`src/sv/command_line_tokenizer_defines.svh`:
```
// -----------------------------------------------------------------------------
// Command line tokenizer: assertion macros
// Shared property wrappers for the tokenizer's concurrent checks.
// -----------------------------------------------------------------------------
`ifndef COMMAND_LINE_TOKENIZER_DEFINES_SVH
`define COMMAND_LINE_TOKENIZER_DEFINES_SVH

// Check that cons holds in the same cycle as ante
`define CLT_ASSERT_SAME(label, clk, rst_n, ante, cons) \
	label: assert property (@(posedge clk) disable iff (!rst_n) (ante) |-> (cons)) \
		else $error("tokenizer check failed (same cycle)");

// Check that cons holds in the cycle after ante
`define CLT_ASSERT_NEXT(label, clk, rst_n, ante, cons) \
	label: assert property (@(posedge clk) disable iff (!rst_n) (ante) |=> (cons)) \
		else $error("tokenizer check failed (next cycle)");

`endif

```
`src/sv/cltok_pkg.sv`:
```
// -----------------------------------------------------------------------------
// Command line tokenizer package
// Parse modes, result record, character codes and small helper functions.
// -----------------------------------------------------------------------------
package cltok_pkg;

	// Width of the saturating line and token counters
	localparam int COUNT_BITS = 16;
	// Width of the counter fields on the result port
	localparam int OUT_BITS = 16;

	// Result queue geometry
	localparam int FIFO_DEPTH = 4;
	localparam int PTR_BITS = $clog2(FIFO_DEPTH);
	localparam int FILL_BITS = $clog2(FIFO_DEPTH + 1);

	// Character codes
	localparam logic [7:0] CH_NUL = 8'h00;
	localparam logic [7:0] CH_TAB = 8'h09;
	localparam logic [7:0] CH_LF = 8'h0A;
	localparam logic [7:0] CH_CR = 8'h0D;
	localparam logic [7:0] CH_QUOTE = 8'h22;
	localparam logic [7:0] CH_BSLASH = 8'h5C;
	localparam logic [7:0] CH_LC_N = 8'h6E;
	localparam logic [7:0] CH_LC_R = 8'h72;
	localparam logic [7:0] CH_LC_T = 8'h74;
	localparam logic [7:0] SEP_LOW_MAX = 8'd32;
	localparam logic [7:0] SEP_HIGH_MIN = 8'd127;

	// Result kinds
	localparam logic KIND_CHAR = 1'b0;
	localparam logic KIND_END = 1'b1;

	typedef enum logic [2:0] {
		MODE_SKIP = 3'd0,
		MODE_QUOTED = 3'd1,
		MODE_QESC = 3'd2,
		MODE_BARE = 3'd3,
		MODE_BESC = 3'd4,
		MODE_DONE = 3'd5
	} mode_t;

	typedef logic [COUNT_BITS-1:0] count_t;

	typedef struct packed {
		logic kind;
		logic [7:0] char_val;
		logic last_tok;
		logic [OUT_BITS-1:0] tok_idx;
		logic [OUT_BITS-1:0] line_num;
		logic last_run;
	} result_t;

	function automatic logic is_sep(input logic [7:0] b);
		return (b <= SEP_LOW_MAX) || (b >= SEP_HIGH_MIN);
	endfunction

	function automatic logic [7:0] translate(input logic [7:0] b);
		logic [7:0] r;
		case (b)
			CH_LC_N: r = CH_LF;
			CH_LC_R: r = CH_CR;
			CH_LC_T: r = CH_TAB;
			default: r = b;
		endcase
		return r;
	endfunction

	function automatic count_t sat_inc(input count_t v);
		return (v == {COUNT_BITS{1'b1}}) ? v : count_t'(v + 1'b1);
	endfunction

	// Low bits of a counter for the result port, zero extended if narrower
	function automatic logic [OUT_BITS-1:0] to_out(input count_t v);
		logic [COUNT_BITS+OUT_BITS-1:0] ext;
		ext = {{OUT_BITS{1'b0}}, v};
		return ext[OUT_BITS-1:0];
	endfunction

endpackage

```
`src/sv/command_line_tokenizer.sv`:
```
// -----------------------------------------------------------------------------
// Command line tokenizer
// Splits a byte stream into quoted or bare tokens, translates escapes and
// streams token characters out with the final character of each token flagged.
// -----------------------------------------------------------------------------
//
//  Channel | Handshake          | Payload
//  --------+--------------------+-----------------------------------------------
//  input   | in_valid/in_ready  | byte_value, first_of_buffer
//  output  | out_valid/out_ready| item_kind, char_value, last_of_token,
//          |                    | token_index, line_number, last_of_run
//
// A byte is registered at the input, then parsed combinationally; its zero,
// one or two results go into a four-entry result queue. One byte per cycle is
// taken while the queue holds at most two results, so the rate is one byte per
// cycle whenever results drain as fast as they are made; the two results of a
// byte are read out of the queue one at a time. Reset clears the parse state
// and the queue at once; no clearing pass. Output stalls back up through the
// queue into the input register.
//
module command_line_tokenizer
	import cltok_pkg::*;
(
	input  logic clk,
	input  logic arst_n,
	input  logic in_valid,
	output logic in_ready,
	input  logic [7:0] byte_value,
	input  logic first_of_buffer,
	output logic out_valid,
	input  logic out_ready,
	output logic item_kind,
	output logic [7:0] char_value,
	output logic last_of_token,
	output logic [OUT_BITS-1:0] token_index,
	output logic [OUT_BITS-1:0] line_number,
	output logic last_of_run
);

`include "command_line_tokenizer_defines.svh"

	// Input stage
	logic valid_s1;
	logic [7:0] byte_s1;
	logic first_s1;
	logic adv_s1;

	// Parse state
	mode_t mode_q, mode_n;
	logic [7:0] held_char_q, held_char_n;
	logic held_valid_q, held_valid_n;
	count_t line_count_q, line_count_n;
	count_t token_count_q, token_count_n;

	// Results of the current byte
	result_t res0, res1;
	logic [1:0] num_res;

	// Result queue
	result_t fifo_q [FIFO_DEPTH];
	logic [PTR_BITS-1:0] wr_ptr_q, rd_ptr_q;
	logic [FILL_BITS-1:0] fill_q;
	logic pop;

	// Advance the input stage when the queue has room for two results
	assign adv_s1 = valid_s1 && (fill_q <= FILL_BITS'(FIFO_DEPTH - 2));
	assign in_ready = !valid_s1 || adv_s1;

	// Hold the accepted byte
	always_ff @(posedge clk or negedge arst_n) begin
		if (!arst_n) begin
			valid_s1 <= 1'b0;
		end else if (in_ready) begin
			valid_s1 <= in_valid;
		end
	end

	always_ff @(posedge clk) begin
		if (in_ready && in_valid) begin
			byte_s1 <= byte_value;
			first_s1 <= first_of_buffer;
		end
	end

	// Parse one byte: next state and up to two results
	always_comb begin
		mode_t m;
		logic [7:0] hc;
		logic hv;
		count_t ln;
		count_t tk;
		logic do_push, do_fin, do_end, line_inc, char_emit;
		logic [7:0] push_c;

		m = first_s1 ? MODE_SKIP : mode_q;
		hc = first_s1 ? CH_NUL : held_char_q;
		hv = first_s1 ? 1'b0 : held_valid_q;
		ln = first_s1 ? '0 : line_count_q;
		tk = first_s1 ? '0 : token_count_q;

		do_push = 1'b0;
		do_fin = 1'b0;
		do_end = 1'b0;
		line_inc = 1'b0;
		push_c = byte_s1;
		mode_n = m;

		unique case (m)
			MODE_SKIP: begin
				if (byte_s1 == CH_NUL) begin
					do_end = 1'b1;
				end else if (is_sep(byte_s1)) begin
					line_inc = (byte_s1 == CH_LF);
				end else if (byte_s1 == CH_QUOTE) begin
					mode_n = MODE_QUOTED;
				end else if (byte_s1 == CH_BSLASH) begin
					mode_n = MODE_BESC;
				end else begin
					do_push = 1'b1;
					mode_n = MODE_BARE;
				end
			end
			MODE_QUOTED: begin
				if (byte_s1 == CH_NUL) begin
					do_fin = 1'b1;
					do_end = 1'b1;
				end else if (byte_s1 == CH_QUOTE) begin
					if (hv) begin
						do_fin = 1'b1;
						mode_n = MODE_SKIP;
					end else begin
						do_end = 1'b1;
					end
				end else if (byte_s1 == CH_BSLASH) begin
					mode_n = MODE_QESC;
				end else begin
					do_push = 1'b1;
				end
			end
			MODE_QESC: begin
				if (byte_s1 == CH_NUL) begin
					do_fin = 1'b1;
					do_end = 1'b1;
				end else begin
					do_push = 1'b1;
					push_c = translate(byte_s1);
					mode_n = MODE_QUOTED;
				end
			end
			MODE_BARE: begin
				if (byte_s1 == CH_NUL) begin
					do_fin = 1'b1;
					do_end = 1'b1;
				end else if (is_sep(byte_s1)) begin
					do_fin = 1'b1;
					line_inc = (byte_s1 == CH_LF);
					mode_n = MODE_SKIP;
				end else if (byte_s1 == CH_BSLASH) begin
					mode_n = MODE_BESC;
				end else begin
					do_push = 1'b1;
				end
			end
			MODE_BESC: begin
				if (byte_s1 == CH_NUL) begin
					do_fin = 1'b1;
					do_end = 1'b1;
				end else begin
					do_push = 1'b1;
					push_c = translate(byte_s1);
					mode_n = MODE_BARE;
				end
			end
			MODE_DONE: begin
				mode_n = MODE_DONE;
			end
			default: begin
				mode_n = MODE_DONE;
			end
		endcase

		// Held character goes out on a push or a finish
		char_emit = (do_push || do_fin) && hv;

		held_char_n = hc;
		held_valid_n = hv;
		token_count_n = tk;
		if (do_push) begin
			held_char_n = push_c;
			held_valid_n = 1'b1;
		end else if (do_fin && hv) begin
			held_char_n = CH_NUL;
			held_valid_n = 1'b0;
			token_count_n = sat_inc(tk);
		end
		line_count_n = line_inc ? sat_inc(ln) : ln;
		if (do_end) begin
			mode_n = MODE_DONE;
		end

		// Character result, taken before the token count advances
		res0.kind = KIND_CHAR;
		res0.char_val = hc;
		res0.last_tok = do_fin;
		res0.tok_idx = to_out(tk);
		res0.line_num = to_out(ln);
		res0.last_run = !do_end;

		// End-of-parse result
		res1.kind = KIND_END;
		res1.char_val = CH_NUL;
		res1.last_tok = 1'b0;
		res1.tok_idx = to_out(token_count_n);
		res1.line_num = to_out(ln);
		res1.last_run = 1'b1;

		if (!char_emit) begin
			res0 = res1;
		end
		num_res = {1'b0, char_emit} + {1'b0, do_end};
	end

	// Update parse state
	always_ff @(posedge clk or negedge arst_n) begin
		if (!arst_n) begin
			mode_q <= MODE_SKIP;
			held_char_q <= CH_NUL;
			held_valid_q <= 1'b0;
			line_count_q <= '0;
			token_count_q <= '0;
		end else if (adv_s1) begin
			mode_q <= mode_n;
			held_char_q <= held_char_n;
			held_valid_q <= held_valid_n;
			line_count_q <= line_count_n;
			token_count_q <= token_count_n;
		end
	end

	// Result queue: two writes, one read per cycle
	assign pop = out_valid && out_ready;

	always_ff @(posedge clk or negedge arst_n) begin
		if (!arst_n) begin
			wr_ptr_q <= '0;
			rd_ptr_q <= '0;
			fill_q <= '0;
		end else begin
			if (adv_s1) begin
				wr_ptr_q <= PTR_BITS'(wr_ptr_q + num_res);
			end
			if (pop) begin
				rd_ptr_q <= PTR_BITS'(rd_ptr_q + 1'b1);
			end
			fill_q <= FILL_BITS'(fill_q + (adv_s1 ? FILL_BITS'(num_res) : '0)
				- (pop ? FILL_BITS'(1) : '0));
		end
	end

	always_ff @(posedge clk) begin
		if (adv_s1 && (num_res != 2'd0)) begin
			fifo_q[wr_ptr_q] <= res0;
		end
		if (adv_s1 && (num_res == 2'd2)) begin
			fifo_q[PTR_BITS'(wr_ptr_q + 1'b1)] <= res1;
		end
	end

	// Drive the result port from the queue head
	assign out_valid = (fill_q != '0);
	assign item_kind = fifo_q[rd_ptr_q].kind;
	assign char_value = fifo_q[rd_ptr_q].char_val;
	assign last_of_token = fifo_q[rd_ptr_q].last_tok;
	assign token_index = fifo_q[rd_ptr_q].tok_idx;
	assign line_number = fifo_q[rd_ptr_q].line_num;
	assign last_of_run = fifo_q[rd_ptr_q].last_run;

	// Checks
	`CLT_ASSERT_SAME(a_fill_bound, clk, arst_n, 1'b1, fill_q <= FILL_BITS'(FIFO_DEPTH))
	`CLT_ASSERT_SAME(a_held_in_token, clk, arst_n, held_valid_q,
		mode_q == MODE_QUOTED || mode_q == MODE_QESC ||
		mode_q == MODE_BARE || mode_q == MODE_BESC)
	`CLT_ASSERT_NEXT(a_end_is_done, clk, arst_n,
		adv_s1 && (num_res == 2'd2 || (num_res == 2'd1 && res0.kind == KIND_END)),
		mode_q == MODE_DONE)
	`CLT_ASSERT_NEXT(a_tok_monotonic, clk, arst_n, adv_s1 && !first_s1,
		token_count_q >= $past(token_count_q))

endmodule
```
`config.mk`:
```
export PLATFORM = sky130hd
export DESIGN_NAME = command_line_tokenizer
export DESIGN_NICKNAME = d
export VERILOG_FILES = /design/src/sv/cltok_pkg.sv /design/src/sv/command_line_tokenizer.sv
export VERILOG_INCLUDE_DIRS = /design/src /design/src/sv
export SDC_FILE = /design/constraint.sdc
export NUM_CORES = 1
export LEC_CHECK = 0
export BUFFER_PORTS_ARGS = -buffer_cell sky130_fd_sc_hd__buf_2
export CAP_MARGIN = 10
export CORE_UTILIZATION = 45
export CTS_CLUSTER_DIAMETER = 100
export DETAILED_ROUTE_END_ITERATION = 12
export REMOVE_ABC_BUFFERS = 1
export SETUP_SLACK_MARGIN = 0.3
export SLEW_MARGIN = 0
export SYNTH_ARGS = -nofsm -noshare
export SYNTH_HDL_FRONTEND = slang
export SYNTH_SLANG_ARGS = --single-unit
```
`constraint.sdc`:
```
create_clock -name clk -period 6.1 [get_ports clk]
set_clock_uncertainty 0.05 [all_clocks]
set_input_delay 0.61 -clock clk [delete_from_list [all_inputs] [get_ports clk]]
set_output_delay 0.61 -clock clk [all_outputs]
set_load 0.005 [all_outputs]
```
; After elaboration in Yosys (flattened, before gate mapping)
; Memories as Yosys holds them, arrays and structs flattened.
; Cells that the tools add are included.
[word_totals]
reg_bits = 61
ram_bits = 172
input_bits = 13
out_inout_bits = 45
word_cells = 117
n_memories = 1
[mem_list]
columns = name, depth, word_bits, rd, rd_clocked_by_memory_dff, write_ports, line
row1 = fifo_q, 4, 43, 1, 0, 2, command_line_tokenizer.sv:60  ; result_t fifo_q [FIFO_DEPTH];
[op_classes]
add_sub_neg = 8
magnitude_cmp = 3
eq_ne = 13
muxes = 62
n_reduce_logical = 19
[ops]
columns = operator, n
row1 = $mux 16, 7
row2 = $mux 3, 15
row3 = $mux 43, 1
row4 = $mux 8, 5
row5 = $add 16x1->16 const B, 2
row6 = $eq 16x16->1 const B, 2
row7 = $eq 8x7->1 const B, 4
row8 = $mux 1, 28
row9 = $pmux 8 s3, 1
row10 = $pmux 3 s5, 1
row11 = $eq 8x4->1 const B, 1
row12 = $eq 8x6->1 const B, 1
row13 = $ge 8x7->1 const B, 1
row14 = $le 8x6->1 const B, 1
row15 = $logic_not 8->1, 1
row16 = $logic_and 1x1->1, 7
row17 = $eq 3x2->1 const B, 2
row18 = $add 2x1->2 const B, 2
row19 = $pmux 1 s4, 1
row20 = $reduce_or 2->1, 2
row21 = $reduce_or 4->1, 1
row22 = $add 3x2->3, 1
row23 = $eq 3x1->1 const B, 1
row24 = $eq 3x3->1 const B, 1
row25 = other kinds (13), 16

; Longest topological paths before layout
[logic_depth]
depth_word = 13
depth_mapped = 15
mapped_depth_nobuf = 14

; Least setup slack after synthesis
; No wires, ideal clock.
[synth_path]
path_kind = register -> register
startpoint = register byte_s1[5]
endpoint = memory fifo_q[0][42] in the netlist's numbering
setup_time_ns = 0.117
t_arrival_ns = 3.615
required_ns = 5.933
slack_ns = 2.318
stages_incl_launch_ff = 13
path_buffers = 1
period_less_slack_ns = 3.782
cell_sequence = edfxtp_1 buf_2 or4_1 or2_1 a31o_1 o21ai_2 a31oi_1 ha_1 nand2_1 nor2_1 nor2_1 inv_1 o22a_1
[synth_lines]
columns = element, line
row1 = from (decl), command_line_tokenizer.sv:44  ; logic [7:0] byte_s1;
row2 = from (signal assigned), command_line_tokenizer.sv:80  ; byte_s1 <= byte_value;
row3 = to (decl), command_line_tokenizer.sv:60

==> results summary <==
The number of hold buffers added after CTS is 0. The path type of the worst setup path is flop to flop. The per-cell via count in the routed design is 5.85. The number of remaining DRC errors came out at 0. The number of buffers created by CTS came out at 26. The post-detailed-routing wire length is 28.0 mm. The count of mapped cells out of synthesis is 1046. The final antenna diode count is 0. The number of global-route vias before repair is 8234. The maximum resistive drop on vdd is 0.304 mV. The number of setup buffers added after CTS is 0. The total power of the final layout came out at 0.00473 W.

The total of endpoints with negative setup slack in the final report is 0. Setup repair after global routing left no endpoint under its margin. The sequential standard cell area is 6300 sq um. Yosys printed 0 warnings.

The slew at the pin with the worst max-slew slack is 0.956 ns. Counting stages on the worst path, the most repeated cell is buf_4. The number of buffers added on ports came out at 57. The initial core utilization is 45.8%. The initial antenna violation count came out at 0. The flow ran to the end, and the final reports show no timing, DRC or antenna violations. The data required time of the critical path came out at 6.31 ns. After synthesis, the largest area contributor takes up 35.7% of total cell area. In this run the worst path has a maximum fanout of 25. The layout filler cell count came out at 2208.

The worst slew slack as a fraction of its limit is 36.3%. The clock sink count is 233. The cell accounting for the most synthesized area is edfxtp_1.

The count of standard-cell rows is 58. STA classifies the critical path endpoint as a flop. The number of synthesized flops with an enable pin is 137. The number of vias in the routed layout is 8399. The root buffer cell is clkbuf_16. For this block, the initial DRC count from the detailed router was 587. The critical path goes through or4_1, or2_1, a31o_1, o21ai_2, a31oi_1, ha_1, nand2_1, nor2_1, buf_4, nor2_2, buf_4, inv_1, buf_4. The max-slew violation count is 0. The share of the yosys chip area belonging to registers is 54.6%. The arrival time of data at the critical path endpoint is 4.60 ns. The accumulated negative setup slack came out at 0 ns. Counting instances in the post-synthesis netlist gives the leading cell types as 137 x edfxtp_1, 111 x nand2_1, 100 x nor2_1.

The worst setup path is launched from a flop. After legalization and detailed placement, the total HPWL measured 18.3 mm. The pre-antenna-repair detailed-routing pass consisted of 5 iterations. The maximum level of the CTS H-tree is 1.

The insertion delay to the later sink of the worst-skew pair is 0.55 ns. The count of different cell masters after synthesis is 72. The critical-path cell with the highest stage delay is or4_1. TritonCTS built the clock tree.

The netlist area before placement is 11500 sq um. Entering global routing, the biggest net connects 53 pins. The ratio of total power to cell area came out at 364 nW/um^2.

The total area of multi-input combinational cells is 4880 sq um. The final-report hold violation count is 0. The number of top-level pins came out at 58.

The number of register bits inferred by synthesis came out at 233. Once the clock tree was built, the resizer swapped 0 gates to a different size. The mean cell area of the mapped netlist is 11.0 sq um.

The overall fraction of global-route tracks in use came out at 21.9%. The congestion estimate from routability-driven global placement came to 0.846. The maximum clock path buffer count came out at 3.

For this run, the leading register cell type out of synthesis is edfxtp_1. The core outline area is 25200 sq um. The chip width is 162 um. After the last flow step, the layout net total stands at 1108. In this run the worst hold path is classified as primary input to async pin. Ranked by total cell area, the synthesized netlist is headed by edfxtp_1 36%, dfrtp_1 11%, mux4_2 8.4%, dfxtp_1 7.6%, nand2_1 3.6%.

The average wire per cell in the routed design is 19.5 um. The maximum single-stage delay on the critical path is 0.59 ns. The leakage power is 4.63 nW. The height of the chip is 162 um. The post-CTS clock slew at the launch and capture registers of the worst setup and hold paths is 0.06 ns.

The global-route wire length before repair came out at 45.2 mm. The remaining number of nets flagged by the antenna check after routing is 0. The maximum frequency from static timing analysis is 0.228 GHz. The number of maximum-capacitance constraint violations is 0. The die area is 26300 sq um. The worst path in the final design needs a cycle of 4.39 ns, including I/O delays and setup. The fraction of final layout cells sized beyond drive strength 1 is 17.9%. The final critical-path share of the clock period came out at 72.0%. In the post-synthesis netlist, the cell with the most instances is edfxtp_1. Across all hold checks on the routed design, the worst slack comes to 0.161 ns.

The area added between synthesis and finish is 12.8%. The final global-route overflow total came out at 0. The fraction of synthesis flops using an asynchronous set or reset pin is 22.3%.
-- registers in the layout, summed over array words and instances, names as in the netlist --
signal,count
valid_s1,1
held_char_q,8
held_valid_q,1
mode_q,3
wr_ptr_q,2
rd_ptr_q,2
first_s1,1
fifo_q,172
token_count_q,16
line_count_q,16
byte_s1,8
fill_q,3
-- cell type report --
class                      count  share of cell area (%)
clock buffer                  31                    5.14
clock inverter                17                    1.49
inverter                      24                   0.692
multi-input combinational    718                    37.5
sequential                   233                    48.4
tap                          330                    3.17
timing repair buffer          82                    3.63
-- path summary, 6_finish.rpt --
kind	from	end	slack [ns]	depth (start not counted)
max	byte_s1[5]$_DFFE_PP_	fifo_q[3][23]$_DFFE_PP_	1.71	13
min	arst_n	fill_q[0]$_DFF_PN0_	0.16	2
max reg2reg	byte_s1[5]$_DFFE_PP_	fifo_q[3][23]$_DFFE_PP_	1.71	13
min reg2reg	fifo_q[2][39]$_SDFFE_PP0P_	fifo_q[2][39]$_SDFFE_PP0P_	0.40	2
max in group asynchronous	arst_n	rd_ptr_q[1]$_DFFE_PN0P_	5.30	2
min in group clk	byte_value[5]	byte_s1[5]$_DFFE_PP_	0.18	1
-- critical path, delay by kind of cell, from the launching register on --
kind / cells / cell delay (ns)
AOI/OAI and AO/OA: 3 / 0.72
adders and majority gates: 1 / 0.30
buffers and inverters: 4 / 1.22
DFF: 1 / 0.56
and+or+nand+nor: 5 / 1.24
-- report_power, final --
| part | internal, W | leakage, nW | switching, W |
|---|---|---|---|
| logic | 0.000571 | 1.79 | 0.000636 |
| registers | 0.00178 | 2.42 | 0.000176 |
| clock network | 0.000918 | 0.424 | 0.000653 |
-- cell families after synthesis --
group,count (synthesis),share of synthesized area (%)
simple gates,392,16.9
compound gates,236,12.6
xor+xnor,27,2.12
fa+ha+maj,10,1.15
flops,233,54.6
mux,53,9.26
buf+inv,95,3.33
-- per-layer routing --
metal	global-route usage [%]	wire (um)	up-vias
li1	-	-	3958
met1	30.8	12700	4099
met2	35.6	13100	291
met3	3.12	1690	51
met4	5.96	598	0
met5	0	0	-
-- placed cells by master, fill, tap and decap left out, types with 10 or more instances in the layout --
| cell | count |
|---|---|
| nand4_1 | 18 |
| xnor2_1 | 21 |
| o22ai_1 | 35 |
| clkinv_2 | 10 |
| nand2b_1 | 36 |
| inv_1 | 24 |
| dfrtp_1 | 50 |
| mux4_2 | 43 |
| buf_2 | 57 |
| nand3_1 | 33 |
| mux2i_1 | 10 |
| dfxtp_1 | 44 |
| a31oi_1 | 10 |
| buf_4 | 25 |
| nor2_1 | 96 |
| clkbuf_16 | 26 |
| nand2_1 | 110 |
| o21ai_1 | 42 |
| o21ai_0 | 40 |
| nor3_1 | 28 |
| a21oi_1 | 57 |
| edfxtp_1 | 137 |
-- stage by stage --
stage | util, % | cells | cell area, sq um | setup WS (ns)
detailed placement | 48.3 | 1387 | 12200 | 1.80
floorplan | - | 975 | 11200 | 0.738
global route | 51.7 | 1435 | 13000 | 1.43
global placement | 48.3 | 1387 | 12200 | 1.86
CTS | 51.7 | 1435 | 13000 | 1.75
finish | 51.7 | 1435 | 13000 | 1.71
Power figures use the tool's default switching activity.
